<file path="src/hw/rtl/bba_pkg.sv">
// Shared types, constants and helper functions of the buddy block allocator.
package bba_pkg;

    localparam int ORDER_LIMIT = 10;
    localparam int ORDERS      = ORDER_LIMIT + 1;
    localparam int ORDER_W     = 4;
    localparam int UNIT_W      = 10;
    localparam int MINB_W      = 21;
    localparam int BYTES_W     = 31;
    localparam int ALIGN_W     = 21;
    localparam int CFG_IDX_W   = 2;
    localparam int CFG_DATA_W  = 31;

    localparam logic [CFG_IDX_W-1:0] CFG_MIN_BLOCK = 2'd0;
    localparam logic [CFG_IDX_W-1:0] CFG_MAX_BLOCK = 2'd1;

    localparam logic [MINB_W-1:0]  MIN_BLOCK_RESET = 21'd256;
    localparam logic [BYTES_W-1:0] MAX_BLOCK_RESET = 31'd262144;

    typedef struct packed {
        logic [BYTES_W-1:0] request_bytes;
        logic [ALIGN_W-1:0] align_bytes;
    } request_word_t;

    typedef struct packed {
        logic               granted;
        logic [UNIT_W-1:0]  unit_offset;
        logic [ORDER_W-1:0] block_order;
        logic [BYTES_W-1:0] byte_offset;
    } result_word_t;

    // Commands from the controller to the datapath.
    typedef struct packed {
        logic accept;
        logic rem_start;
        logic rem_sel_off;
        logic load_size;
        logic check;
        logic load_out;
    } bba_cmd_t;

    // Status from the datapath to the controller.
    typedef struct packed {
        logic align_nz;
        logic rem_done;
        logic fail;
        logic out_room;
    } bba_status_t;

    // Smallest k (0..ORDER_LIMIT) with (mb << k) >= val; ORDERS when there is none.
    function automatic logic [ORDER_W-1:0] order_of(input logic [MINB_W-1:0] mb,
                                                   input logic [BYTES_W:0] val);
        logic [ORDER_W-1:0] res;
        logic [BYTES_W:0]   shifted;
        res = ORDER_W'(ORDERS);
        for (int k = ORDERS - 1; k >= 0; k--)
        begin
            shifted = {{(BYTES_W + 1 - MINB_W){1'b0}}, mb} << k;
            if (shifted >= val)
            begin
                res = ORDER_W'(k);
            end
        end
        return res;
    endfunction

endpackage

</file>
<file path="src/hw/rtl/bba_rem.sv">
// Iterative remainder unit, four restoring steps per cycle.
module bba_rem (
    input  logic                        clk,
    input  logic                        rst_n,
    input  logic                        start,
    input  logic [bba_pkg::BYTES_W-1:0] dividend,
    input  logic [bba_pkg::ALIGN_W-1:0] divisor,
    output logic                        done,
    output logic [bba_pkg::ALIGN_W-1:0] remainder
);
    import bba_pkg::*;

    localparam int SH_W  = BYTES_W + 1;
    localparam int STEPS = 4;
    localparam int CNT_W = $clog2(SH_W / STEPS);

    logic [SH_W-1:0]    shift_reg, shift_next;
    logic [ALIGN_W-1:0] rem_reg, rem_next;
    logic [CNT_W-1:0]   cnt_reg;
    logic               busy_reg;
    logic               done_reg;

    always_comb
    begin
        logic [ALIGN_W:0] r;
        logic [SH_W-1:0]  sh;
        r  = {1'b0, rem_reg};
        sh = shift_reg;
        for (int i = 0; i < STEPS; i++)
        begin
            r  = {r[ALIGN_W-1:0], sh[SH_W-1]};
            sh = sh << 1;
            if (r >= {1'b0, divisor})
            begin
                r = r - {1'b0, divisor};
            end
        end
        rem_next   = r[ALIGN_W-1:0];
        shift_next = sh;
    end

    always_ff @(posedge clk or negedge rst_n)
    begin
        if (!rst_n)
        begin
            busy_reg <= 1'b0;
            done_reg <= 1'b0;
            cnt_reg  <= '0;
        end
        else if (start)
        begin
            busy_reg <= 1'b1;
            done_reg <= 1'b0;
            cnt_reg  <= '0;
        end
        else if (busy_reg)
        begin
            cnt_reg <= cnt_reg + CNT_W'(1);
            if (cnt_reg == CNT_W'(SH_W / STEPS - 1))
            begin
                busy_reg <= 1'b0;
                done_reg <= 1'b1;
            end
        end
        else
        begin
            done_reg <= 1'b0;
        end
    end

    always_ff @(posedge clk)
    begin
        if (start)
        begin
            shift_reg <= {1'b0, dividend};
            rem_reg   <= '0;
        end
        else if (busy_reg)
        begin
            shift_reg <= shift_next;
            rem_reg   <= rem_next;
        end
    end

    assign done      = done_reg;
    assign remainder = rem_reg;

endmodule

</file>
<file path="src/hw/rtl/bba_dp.sv">
// Datapath: configuration, free lists per order, used total, offsets and result register.
module bba_dp (
    input  logic                          clk,
    input  logic                          rst_n,
    input  logic                          reg_we,
    input  logic [bba_pkg::CFG_IDX_W-1:0] reg_index,
    input  logic [bba_pkg::CFG_DATA_W-1:0] reg_data,
    input  bba_pkg::request_word_t        request,
    input  bba_pkg::bba_cmd_t             cmd,
    output bba_pkg::bba_status_t          status,
    output logic                          result_valid,
    input  logic                          result_stall,
    output bba_pkg::result_word_t         result
);
    import bba_pkg::*;

    logic [MINB_W-1:0]  min_reg;
    logic [BYTES_W-1:0] max_reg;
    logic [BYTES_W-1:0] used_reg;
    logic               pristine_reg;
    logic [ORDERS-1:0]  free_valid_reg;
    logic [UNIT_W-1:0]  free_unit_reg [ORDERS];

    logic [BYTES_W-1:0] req_reg;
    logic [ALIGN_W-1:0] align_reg;
    logic [BYTES_W:0]   size_reg;
    logic               grant_reg;
    logic [UNIT_W-1:0]  unit_reg;
    logic [ORDER_W-1:0] k_reg;
    logic [BYTES_W-1:0] prod_reg;
    logic               out_valid_reg;
    result_word_t       out_word_reg;

    logic [MINB_W-1:0]  mb;
    logic [ORDER_W-1:0] root_raw, root_order, k_comb;
    logic               align_nz;
    logic [BYTES_W-1:0] remaining;
    logic [ORDERS-1:0]  eff_valid, new_valid;
    logic [UNIT_W-1:0]  eff_unit [ORDERS];
    logic [UNIT_W-1:0]  new_unit [ORDERS];
    logic               found;
    logic [ORDER_W-1:0] j_sel;
    logic               fail;
    logic [BYTES_W:0]   used_sum;
    logic               rem_done;
    logic [ALIGN_W-1:0] rem_val;
    logic [BYTES_W-1:0] rem_dividend;
    logic [BYTES_W:0]   off_sum;
    result_word_t       word_next;

    assign mb         = (min_reg == '0) ? MINB_W'(1) : min_reg;
    assign root_raw   = order_of(mb, {1'b0, max_reg});
    assign root_order = (root_raw > ORDER_W'(ORDER_LIMIT)) ? ORDER_W'(ORDER_LIMIT) : root_raw;
    assign k_comb     = order_of(mb, size_reg);
    assign align_nz   = align_reg != '0;
    assign remaining  = (used_reg >= max_reg) ? '0 : max_reg - used_reg;

    // After a re-initialisation only the root block is free.
    always_comb
    begin
        for (int o = 0; o < ORDERS; o++)
        begin
            eff_valid[o] = pristine_reg ? (ORDER_W'(o) == root_order) : free_valid_reg[o];
            eff_unit[o]  = pristine_reg ? '0 : free_unit_reg[o];
        end
    end

    // Lowest free order at or above the requested one.
    always_comb
    begin
        found = 1'b0;
        j_sel = '0;
        for (int o = ORDERS - 1; o >= 0; o--)
        begin
            if (eff_valid[o] && (ORDER_W'(o) >= k_comb))
            begin
                found = 1'b1;
                j_sel = ORDER_W'(o);
            end
        end
    end

    assign fail = (k_comb > root_order) || (size_reg > {1'b0, remaining}) || !found;

    // Take the chosen block and free the right half at every order it is split through.
    always_comb
    begin
        for (int o = 0; o < ORDERS; o++)
        begin
            new_valid[o] = eff_valid[o];
            new_unit[o]  = eff_unit[o];
            if (ORDER_W'(o) == j_sel)
            begin
                new_valid[o] = 1'b0;
            end
            else if ((ORDER_W'(o) >= k_comb) && (ORDER_W'(o) < j_sel))
            begin
                new_valid[o] = 1'b1;
                new_unit[o]  = eff_unit[j_sel] + (UNIT_W'(1) << o);
            end
        end
    end

    assign used_sum = {1'b0, used_reg} + ({{(BYTES_W + 1 - MINB_W){1'b0}}, mb} << k_comb);

    assign rem_dividend = cmd.rem_sel_off ? prod_reg : {{(BYTES_W - MINB_W){1'b0}}, mb};

    bba_rem u_rem (
        .clk       (clk),
        .rst_n     (rst_n),
        .start     (cmd.rem_start),
        .dividend  (rem_dividend),
        .divisor   (align_reg),
        .done      (rem_done),
        .remainder (rem_val)
    );

    assign off_sum = (align_nz && (rem_val != '0))
                   ? {1'b0, prod_reg} + {{(BYTES_W + 1 - ALIGN_W){1'b0}}, align_reg}
                     - {{(BYTES_W + 1 - ALIGN_W){1'b0}}, rem_val}
                   : {1'b0, prod_reg};

    always_comb
    begin
        word_next = '0;
        if (grant_reg)
        begin
            word_next.granted     = 1'b1;
            word_next.unit_offset = unit_reg;
            word_next.block_order = k_reg;
            word_next.byte_offset = off_sum[BYTES_W-1:0];
        end
    end

    // Control state: configuration, free lists, used total and result valid.
    always_ff @(posedge clk or negedge rst_n)
    begin
        if (!rst_n)
        begin
            min_reg        <= MIN_BLOCK_RESET;
            max_reg        <= MAX_BLOCK_RESET;
            used_reg       <= '0;
            pristine_reg   <= 1'b1;
            free_valid_reg <= '0;
            out_valid_reg  <= 1'b0;
        end
        else
        begin
            if (reg_we && ((reg_index == CFG_MIN_BLOCK) || (reg_index == CFG_MAX_BLOCK)))
            begin
                if (reg_index == CFG_MIN_BLOCK)
                begin
                    min_reg <= reg_data[MINB_W-1:0];
                end
                else
                begin
                    max_reg <= reg_data[BYTES_W-1:0];
                end
                used_reg     <= '0;
                pristine_reg <= 1'b1;
            end
            else if (cmd.check && !fail)
            begin
                free_valid_reg <= new_valid;
                pristine_reg   <= 1'b0;
                used_reg       <= used_sum[BYTES_W] ? {BYTES_W{1'b1}} : used_sum[BYTES_W-1:0];
            end
            if (cmd.load_out)
            begin
                out_valid_reg <= 1'b1;
            end
            else if (!result_stall)
            begin
                out_valid_reg <= 1'b0;
            end
        end
    end

    always_ff @(posedge clk)
    begin
        if (cmd.accept)
        begin
            req_reg   <= request.request_bytes;
            align_reg <= request.align_bytes;
        end
        if (cmd.load_size)
        begin
            size_reg <= (align_nz && (rem_val != '0))
                      ? {1'b0, req_reg} + {{(BYTES_W + 1 - ALIGN_W){1'b0}}, align_reg}
                      : {1'b0, req_reg};
        end
        if (cmd.check)
        begin
            grant_reg <= !fail;
            unit_reg  <= eff_unit[j_sel];
            k_reg     <= k_comb;
            prod_reg  <= {{(BYTES_W - UNIT_W){1'b0}}, eff_unit[j_sel]}
                       * {{(BYTES_W - MINB_W){1'b0}}, mb};
            if (!fail)
            begin
                free_unit_reg <= new_unit;
            end
        end
        if (cmd.load_out)
        begin
            out_word_reg <= word_next;
        end
    end

    assign status.align_nz = align_nz;
    assign status.rem_done = rem_done;
    assign status.fail     = fail;
    assign status.out_room = !out_valid_reg || !result_stall;

    assign result_valid = out_valid_reg;
    assign result       = out_word_reg;

endmodule

</file>
<file path="src/hw/rtl/bba_ctrl.sv">
// Controller: sequences one request through padding, checking, allocation and rounding.
module bba_ctrl (
    input  logic                 clk,
    input  logic                 rst_n,
    input  logic                 request_valid,
    output logic                 request_stall,
    input  bba_pkg::bba_status_t status,
    output bba_pkg::bba_cmd_t    cmd
);
    import bba_pkg::*;

    typedef enum logic [2:0] {
        ST_IDLE,
        ST_PAD_GO,
        ST_PAD,
        ST_SIZE,
        ST_CHECK,
        ST_OFF_GO,
        ST_OFF,
        ST_DONE
    } state_t;

    state_t state_reg, state_next;

    always_comb
    begin
        cmd        = '0;
        state_next = state_reg;
        unique case (state_reg)
            ST_IDLE:
            begin
                if (request_valid)
                begin
                    cmd.accept = 1'b1;
                    state_next = ST_PAD_GO;
                end
            end
            ST_PAD_GO:
            begin
                if (status.align_nz)
                begin
                    cmd.rem_start = 1'b1;
                    state_next    = ST_PAD;
                end
                else
                begin
                    state_next = ST_SIZE;
                end
            end
            ST_PAD:
            begin
                if (status.rem_done)
                begin
                    state_next = ST_SIZE;
                end
            end
            ST_SIZE:
            begin
                cmd.load_size = 1'b1;
                state_next    = ST_CHECK;
            end
            ST_CHECK:
            begin
                cmd.check = 1'b1;
                if (!status.fail && status.align_nz)
                begin
                    state_next = ST_OFF_GO;
                end
                else
                begin
                    state_next = ST_DONE;
                end
            end
            ST_OFF_GO:
            begin
                cmd.rem_start   = 1'b1;
                cmd.rem_sel_off = 1'b1;
                state_next      = ST_OFF;
            end
            ST_OFF:
            begin
                cmd.rem_sel_off = 1'b1;
                if (status.rem_done)
                begin
                    state_next = ST_DONE;
                end
            end
            ST_DONE:
            begin
                cmd.rem_sel_off = 1'b1;
                if (status.out_room)
                begin
                    cmd.load_out = 1'b1;
                    state_next   = ST_IDLE;
                end
            end
            default:
            begin
                state_next = ST_IDLE;
            end
        endcase
    end

    always_ff @(posedge clk or negedge rst_n)
    begin
        if (!rst_n)
        begin
            state_reg <= ST_IDLE;
        end
        else
        begin
            state_reg <= state_next;
        end
    end

    assign request_stall = state_reg != ST_IDLE;

endmodule

</file>
<file path="src/hw/rtl/buddy_block_allocator_top.sv">
// Top level of the buddy block allocator: controller, datapath and checks.
//
// Usage. A request word (request_bytes, align_bytes) is taken on the request
// channel at a rising edge with request_valid high and request_stall low. For
// every request exactly one result word (granted, unit_offset, block_order,
// byte_offset) appears on the result channel; a refused request gives a word of
// all zeros. Requests are worked on one at a time: request_stall is high from
// the accept until the result has been loaded into the output register.
// Without alignment the controller passes from the accept through the size load
// and the allocation check to the result load. With a nonzero alignment the
// remainder unit, which retires four quotient bits per cycle, first tests whether
// the alignment divides the minimum block and, on a grant, runs again to round
// the byte offset up. The output register lets the next request be taken while
// a result waits; if the receiver holds result_stall high, the word stays
// unchanged and the block waits before loading the following result. Reset, and
// every write of a configuration register, leaves only the root block free and
// clears the used byte total; there is no clearing pass. The user must write
// configuration only while the block is idle; the block itself does not
// enforce this.
module buddy_block_allocator_top (
    input  logic                           clk,
    input  logic                           rst_n,
    input  logic                           request_valid,
    output logic                           request_stall,
    input  bba_pkg::request_word_t         request,
    output logic                           result_valid,
    input  logic                           result_stall,
    output bba_pkg::result_word_t          result,
    input  logic                           reg_we,
    input  logic [bba_pkg::CFG_IDX_W-1:0]  reg_index,
    input  logic [bba_pkg::CFG_DATA_W-1:0] reg_data
);
    import bba_pkg::*;

    bba_cmd_t    cmd;
    bba_status_t status;

    bba_ctrl u_ctrl (
        .clk           (clk),
        .rst_n         (rst_n),
        .request_valid (request_valid),
        .request_stall (request_stall),
        .status        (status),
        .cmd           (cmd)
    );

    bba_dp u_dp (
        .clk          (clk),
        .rst_n        (rst_n),
        .reg_we       (reg_we),
        .reg_index    (reg_index),
        .reg_data     (reg_data),
        .request      (request),
        .cmd          (cmd),
        .status       (status),
        .result_valid (result_valid),
        .result_stall (result_stall),
        .result       (result)
    );

`ifndef SYNTHESIS
    // A refused request carries no offsets and no order.
    assert property (@(posedge clk) disable iff (!rst_n)
        (result_valid && !result.granted) |->
        (result.unit_offset == '0 && result.block_order == '0 && result.byte_offset == '0))
        else $error("refused result word carries nonzero fields");

    // A granted block starts on a boundary of its own size.
    assert property (@(posedge clk) disable iff (!rst_n)
        (result_valid && result.granted) |->
        ((result.block_order <= ORDER_W'(ORDER_LIMIT)) &&
         ((result.unit_offset & ((UNIT_W'(1) << result.block_order) - UNIT_W'(1))) == '0)))
        else $error("granted block misaligned or order out of range");

    // Once a request is taken the channel is held off until its result is loaded.
    assert property (@(posedge clk) disable iff (!rst_n)
        (request_valid && !request_stall) |=> request_stall)
        else $error("second request accepted while one is in progress");

    // The free lists are never updated in the cycle of an accept or a result load.
    assert property (@(posedge clk) disable iff (!rst_n)
        cmd.check |-> !(cmd.accept || cmd.load_out))
        else $error("allocation overlaps accept or result load");
`endif

endmodule

</file>
<file path="config.mk">
export PLATFORM = sky130hd
export DESIGN_NAME = buddy_block_allocator_top
export DESIGN_NICKNAME = d
export VERILOG_FILES = /design/src/hw/rtl/bba_pkg.sv /design/src/hw/rtl/bba_rem.sv /design/src/hw/rtl/bba_dp.sv /design/src/hw/rtl/bba_ctrl.sv /design/src/hw/rtl/buddy_block_allocator_top.sv
export SDC_FILE = /design/constraint.sdc
export NUM_CORES = 2
export LEC_CHECK = 0
export BUFFER_PORTS_ARGS = -buffer_cell sky130_fd_sc_hd__buf_2
export CAP_MARGIN = 20
export CORE_ASPECT_RATIO = 1.2
export CORE_MARGIN = 2
export CORE_UTILIZATION = 34
export DETAILED_ROUTE_END_ITERATION = 10
export MAX_ROUTING_LAYER = met4
export SKIP_LAST_GASP = 1
export SLEW_MARGIN = 0
export SYNTH_ARGS = -nofsm -noshare
export SYNTH_HDL_FRONTEND = slang
export SYNTH_SLANG_ARGS = --single-unit
</file>
<file path="constraint.sdc">
create_clock -name clk -period 17.3 [get_ports clk]
set_clock_uncertainty 0.05 [all_clocks]
set_input_delay 0.865 -clock clk [delete_from_list [all_inputs] [get_ports clk]]
set_output_delay 0.865 -clock clk [all_outputs]
set_load 0.05 [all_outputs]
</file>
==> flow_metrics.env <==
export IMPL_finalWirelength_um=176000
export IMPL_fin_cells=7522
export IMPL_fin_ws_ps=2480
export IMPL_clk_pin_slew_ps=70
export IMPL_setup_worst_path_end_class="flop"
export IMPL_tns_ps=0
export IMPL_ys_warnings_count=0
export IMPL_timing_rr_start="u_dp.align_reg[1]"
export IMPL_p_per_area_mw_per_mm2=217
export IMPL_grt_usage_pct=24.2
export IMPL_clockBufferDepth=3
export IMPL_worstMarginPinSlew_ps=1130
export IMPL_p_comb_share_pct=75.5
export IMPL_drv_slew=0
export IMPL_drtIter0Drc=3390
export IMPL_routed_via_count=43100
export IMPL_cts_resized=0
export IMPL_setup_viol=0
export IMPL_crit_arrival_ps=15380
export IMPL_fp_dieArea_mm2=0.147
export IMPL_insertion_delay_ps=680
export IMPL_rsz0062_at_grt="false"
export IMPL_critPathLaunchType="flop"
export IMPL_rows=152
export IMPL_dp_slack_ps=2800
export IMPL_wl_per_cell_um=23.4
export IMPL_first_global_vias=42200
export IMPL_required_ps=17860
export IMPL_antenna_found_initial=2
export IMPL_slowest_delay_ps=670
export IMPL_gp_congestion=0.962
export IMPL_start_util_pct=34.3
export IMPL_drtPass1Iterations=8
export IMPL_ys_async_sr_fraction_pct=23.5
export IMPL_dp_hpwl_um=133000
export IMPL_maxSlewHeadroom_pct=24.4
export IMPL_met1_length_um=74700
export IMPL_top_layer="met4"
export IMPL_grt_max_degree=146
export IMPL_drc=0
export IMPL_core_mm2=0.143
export IMPL_via_per_inst=5.74
export IMPL_total_power_mw=11.7
export IMPL_synth_flop_cell="edfxtp_1"
export IMPL_power_internal_mw=5.64
export IMPL_n_fill_cell=14400
export IMPL_post_route_period_util_pct=85.7
export IMPL_area_growth_pct=9.82
export IMPL_path_class="flop to flop"
export IMPL_syn_avg_cell_area_um2=8.93
export IMPL_ant_nets=0
export IMPL_ys_seq_area_share_pct=25.6
export IMPL_synth_cell_types=116
export IMPL_grt_first_pass_wirelength_um=265000
export IMPL_fmaxAchievable_mhz=67.5
export IMPL_postCtsHoldBufs=0
export IMPL_max_cap_violations=0
export IMPL_final_common_cell="ha_1"
export IMPL_synth_nets=6531
export IMPL_htree_levels=2
export IMPL_ioPinCount=138
export IMPL_die_h_um=420
export IMPL_cpMaxStageDelayCell="nor2_1"
export IMPL_finalHoldViolCount=0
export IMPL_min_path_type="input pin to async pin"
export IMPL_die_w_um=351
export IMPL_p_leak_nw=23.7
export IMPL_status="complete, no violations"
export IMPL_nNetsFinal=6585
export IMPL_cts_sinks=443
export IMPL_gr_total_overflow=0
export IMPL_cts_buffers=56
export IMPL_drive_above_1_share_pct=9.15
export IMPL_dp_cells=7412
export IMPL_crit_start="u_dp.align_reg[1]"
export IMPL_finalCriticalPeriod_ps=14820
export IMPL_cp_max_fo=34
export IMPL_cts_tree="done"
export IMPL_cts_root_buffer="clkbuf_16"
export IMPL_largest_reg_flops=110
export IMPL_p_seq_share_pct=13.3
export IMPL_p_clk_share_pct=11.2
export IMPL_io_buffers=137
export IMPL_post_cts_buffers=0
export IMPL_power_switching_mw=6.05
export IMPL_sw_frac_of_total_pct=51.8
export IMPL_syn_inst=5492
export IMPL_wl_met3_um=10300
export IMPL_peakVddDrop_v=0.000469
export IMPL_met2_length_um=82200
export IMPL_layout_common_cells="ha_1 (771), nand2_1 (625), inv_1 (478)"
export IMPL_syn_area_mm2=0.0490
export IMPL_synth_seq_cells=443
export IMPL_synth_edff_count=317
## cell usage after synthesis (all sizes together), types with 19 or more instances
master,instances,area (um^2)
nor2,329,1240
nor2b,64,400
dfxtp,22,440
or3,26,173
o211ai,38,290
and2,67,424
o21bai,26,195
o21a,32,240
dfrtp,101,2530
inv,485,1820
nand2b,40,250
a21oi,377,1890
edfxtp,317,9520
mux2i,94,941
o21ai,319,1600
a31oi,56,372
nand3,168,841
a31o,19,166
nor3,76,390
o221a,31,349
o31ai,54,420
mux2,70,788
a211o,22,193
and3,45,282
a21boi,30,225
fa,178,3560
and4,21,184
nor4,34,228
xnor2,149,1310
nand2,626,2350
buf,52,332
clkbuf,157,589
a21o,106,796
xor2,56,490
ha,771,9650
or2,24,150
nand4,86,544
a211oi,95,738
## worst max-delay path: cells and delay by family, from the launching register on
kind / cells / cell delay (ps)
adders and majority gates: 4 / 1530
AOI/OAI and AO/OA: 35 / 7720
DFF: 1 / 500
muxes: 4 / 1430
buffers and inverters: 5 / 1290
and+or+nand+nor: 7 / 2170
## final cells by class
cell class / instances / area [um^2] / share of cell area (%)
timing repair buffer: 205 / 1220 / 2.26
antenna: 3 / 7.51 / 0.0139
tap: 1925 / 2410 / 4.47
sequential: 443 / 12600 / 23.3
clock inverter: 43 / 533 / 0.990
multi-input combinational: 4351 / 33800 / 62.7
clock buffer: 63 / 1500 / 2.78
inverter: 489 / 1840 / 3.41
## power groups by stage
| stage | Clock (mW) | Combinational [mW] | Sequential [mW] |
|---|---|---|---|
| final | 1.31 | 8.83 | 1.55 |
| after global routing | 1.38 | 9.69 | 1.57 |
| after CTS | 1.34 | 8.70 | 1.55 |
| after detailed placement | 0 | 8.63 | 1.57 |
| after global placement | 0 | 8.63 | 1.57 |
| after floorplan | 0 | 6.45 | 1.54 |
## kinds of logic after synthesis
group                    Yosys count  share of synthesized area, %
AND/OR/NAND/NOR                 1657                          16.1
multiplexers                     164                          3.53
AO/OA/AOI/OAI                   1376                          18.6
XOR/XNOR                         205                          3.66
adder cells (fa/ha/maj)          949                          26.9
buffers and inverters            698                          5.62
flip-flops                       443                          25.6
## metal layers
layer  vias to the layer above  track usage [%]
met5                         -                -
met3                       335             2.96
li1                      20100                -
met4                         0             11.1
met1                     21300             30.4
met2                      1485             38.9
## metrics by stage
step	hold WS [ps]	area [um^2]	utilization, %
2_1_floorplan	407	49000	-
3_3_place_gp	439	51800	36.2
3_5_place_dp	440	51800	36.2
4_1_cts	183	53800	37.6
5_1_grt	226	53900	37.6
6_report	186	53900	37.6
## worst paths after layout
path | slack (ps) | endpoint | cells past startpoint
setup reg to reg | 2480 | u_dp.u_rem.remainder[0] | 55
min in group clk | 320 | u_dp.align_reg[11] | 1
hold / removal | 190 | u_dp.max_reg[24] | 1
setup / recovery | 2480 | u_dp.u_rem.remainder[0] | 55
max in group asynchronous | 15760 | u_dp.max_reg[4] | 2
hold reg to reg | 450 | u_dp.free_valid_reg[10] | 1
Note: power is estimated with default switching activity, not from simulation.
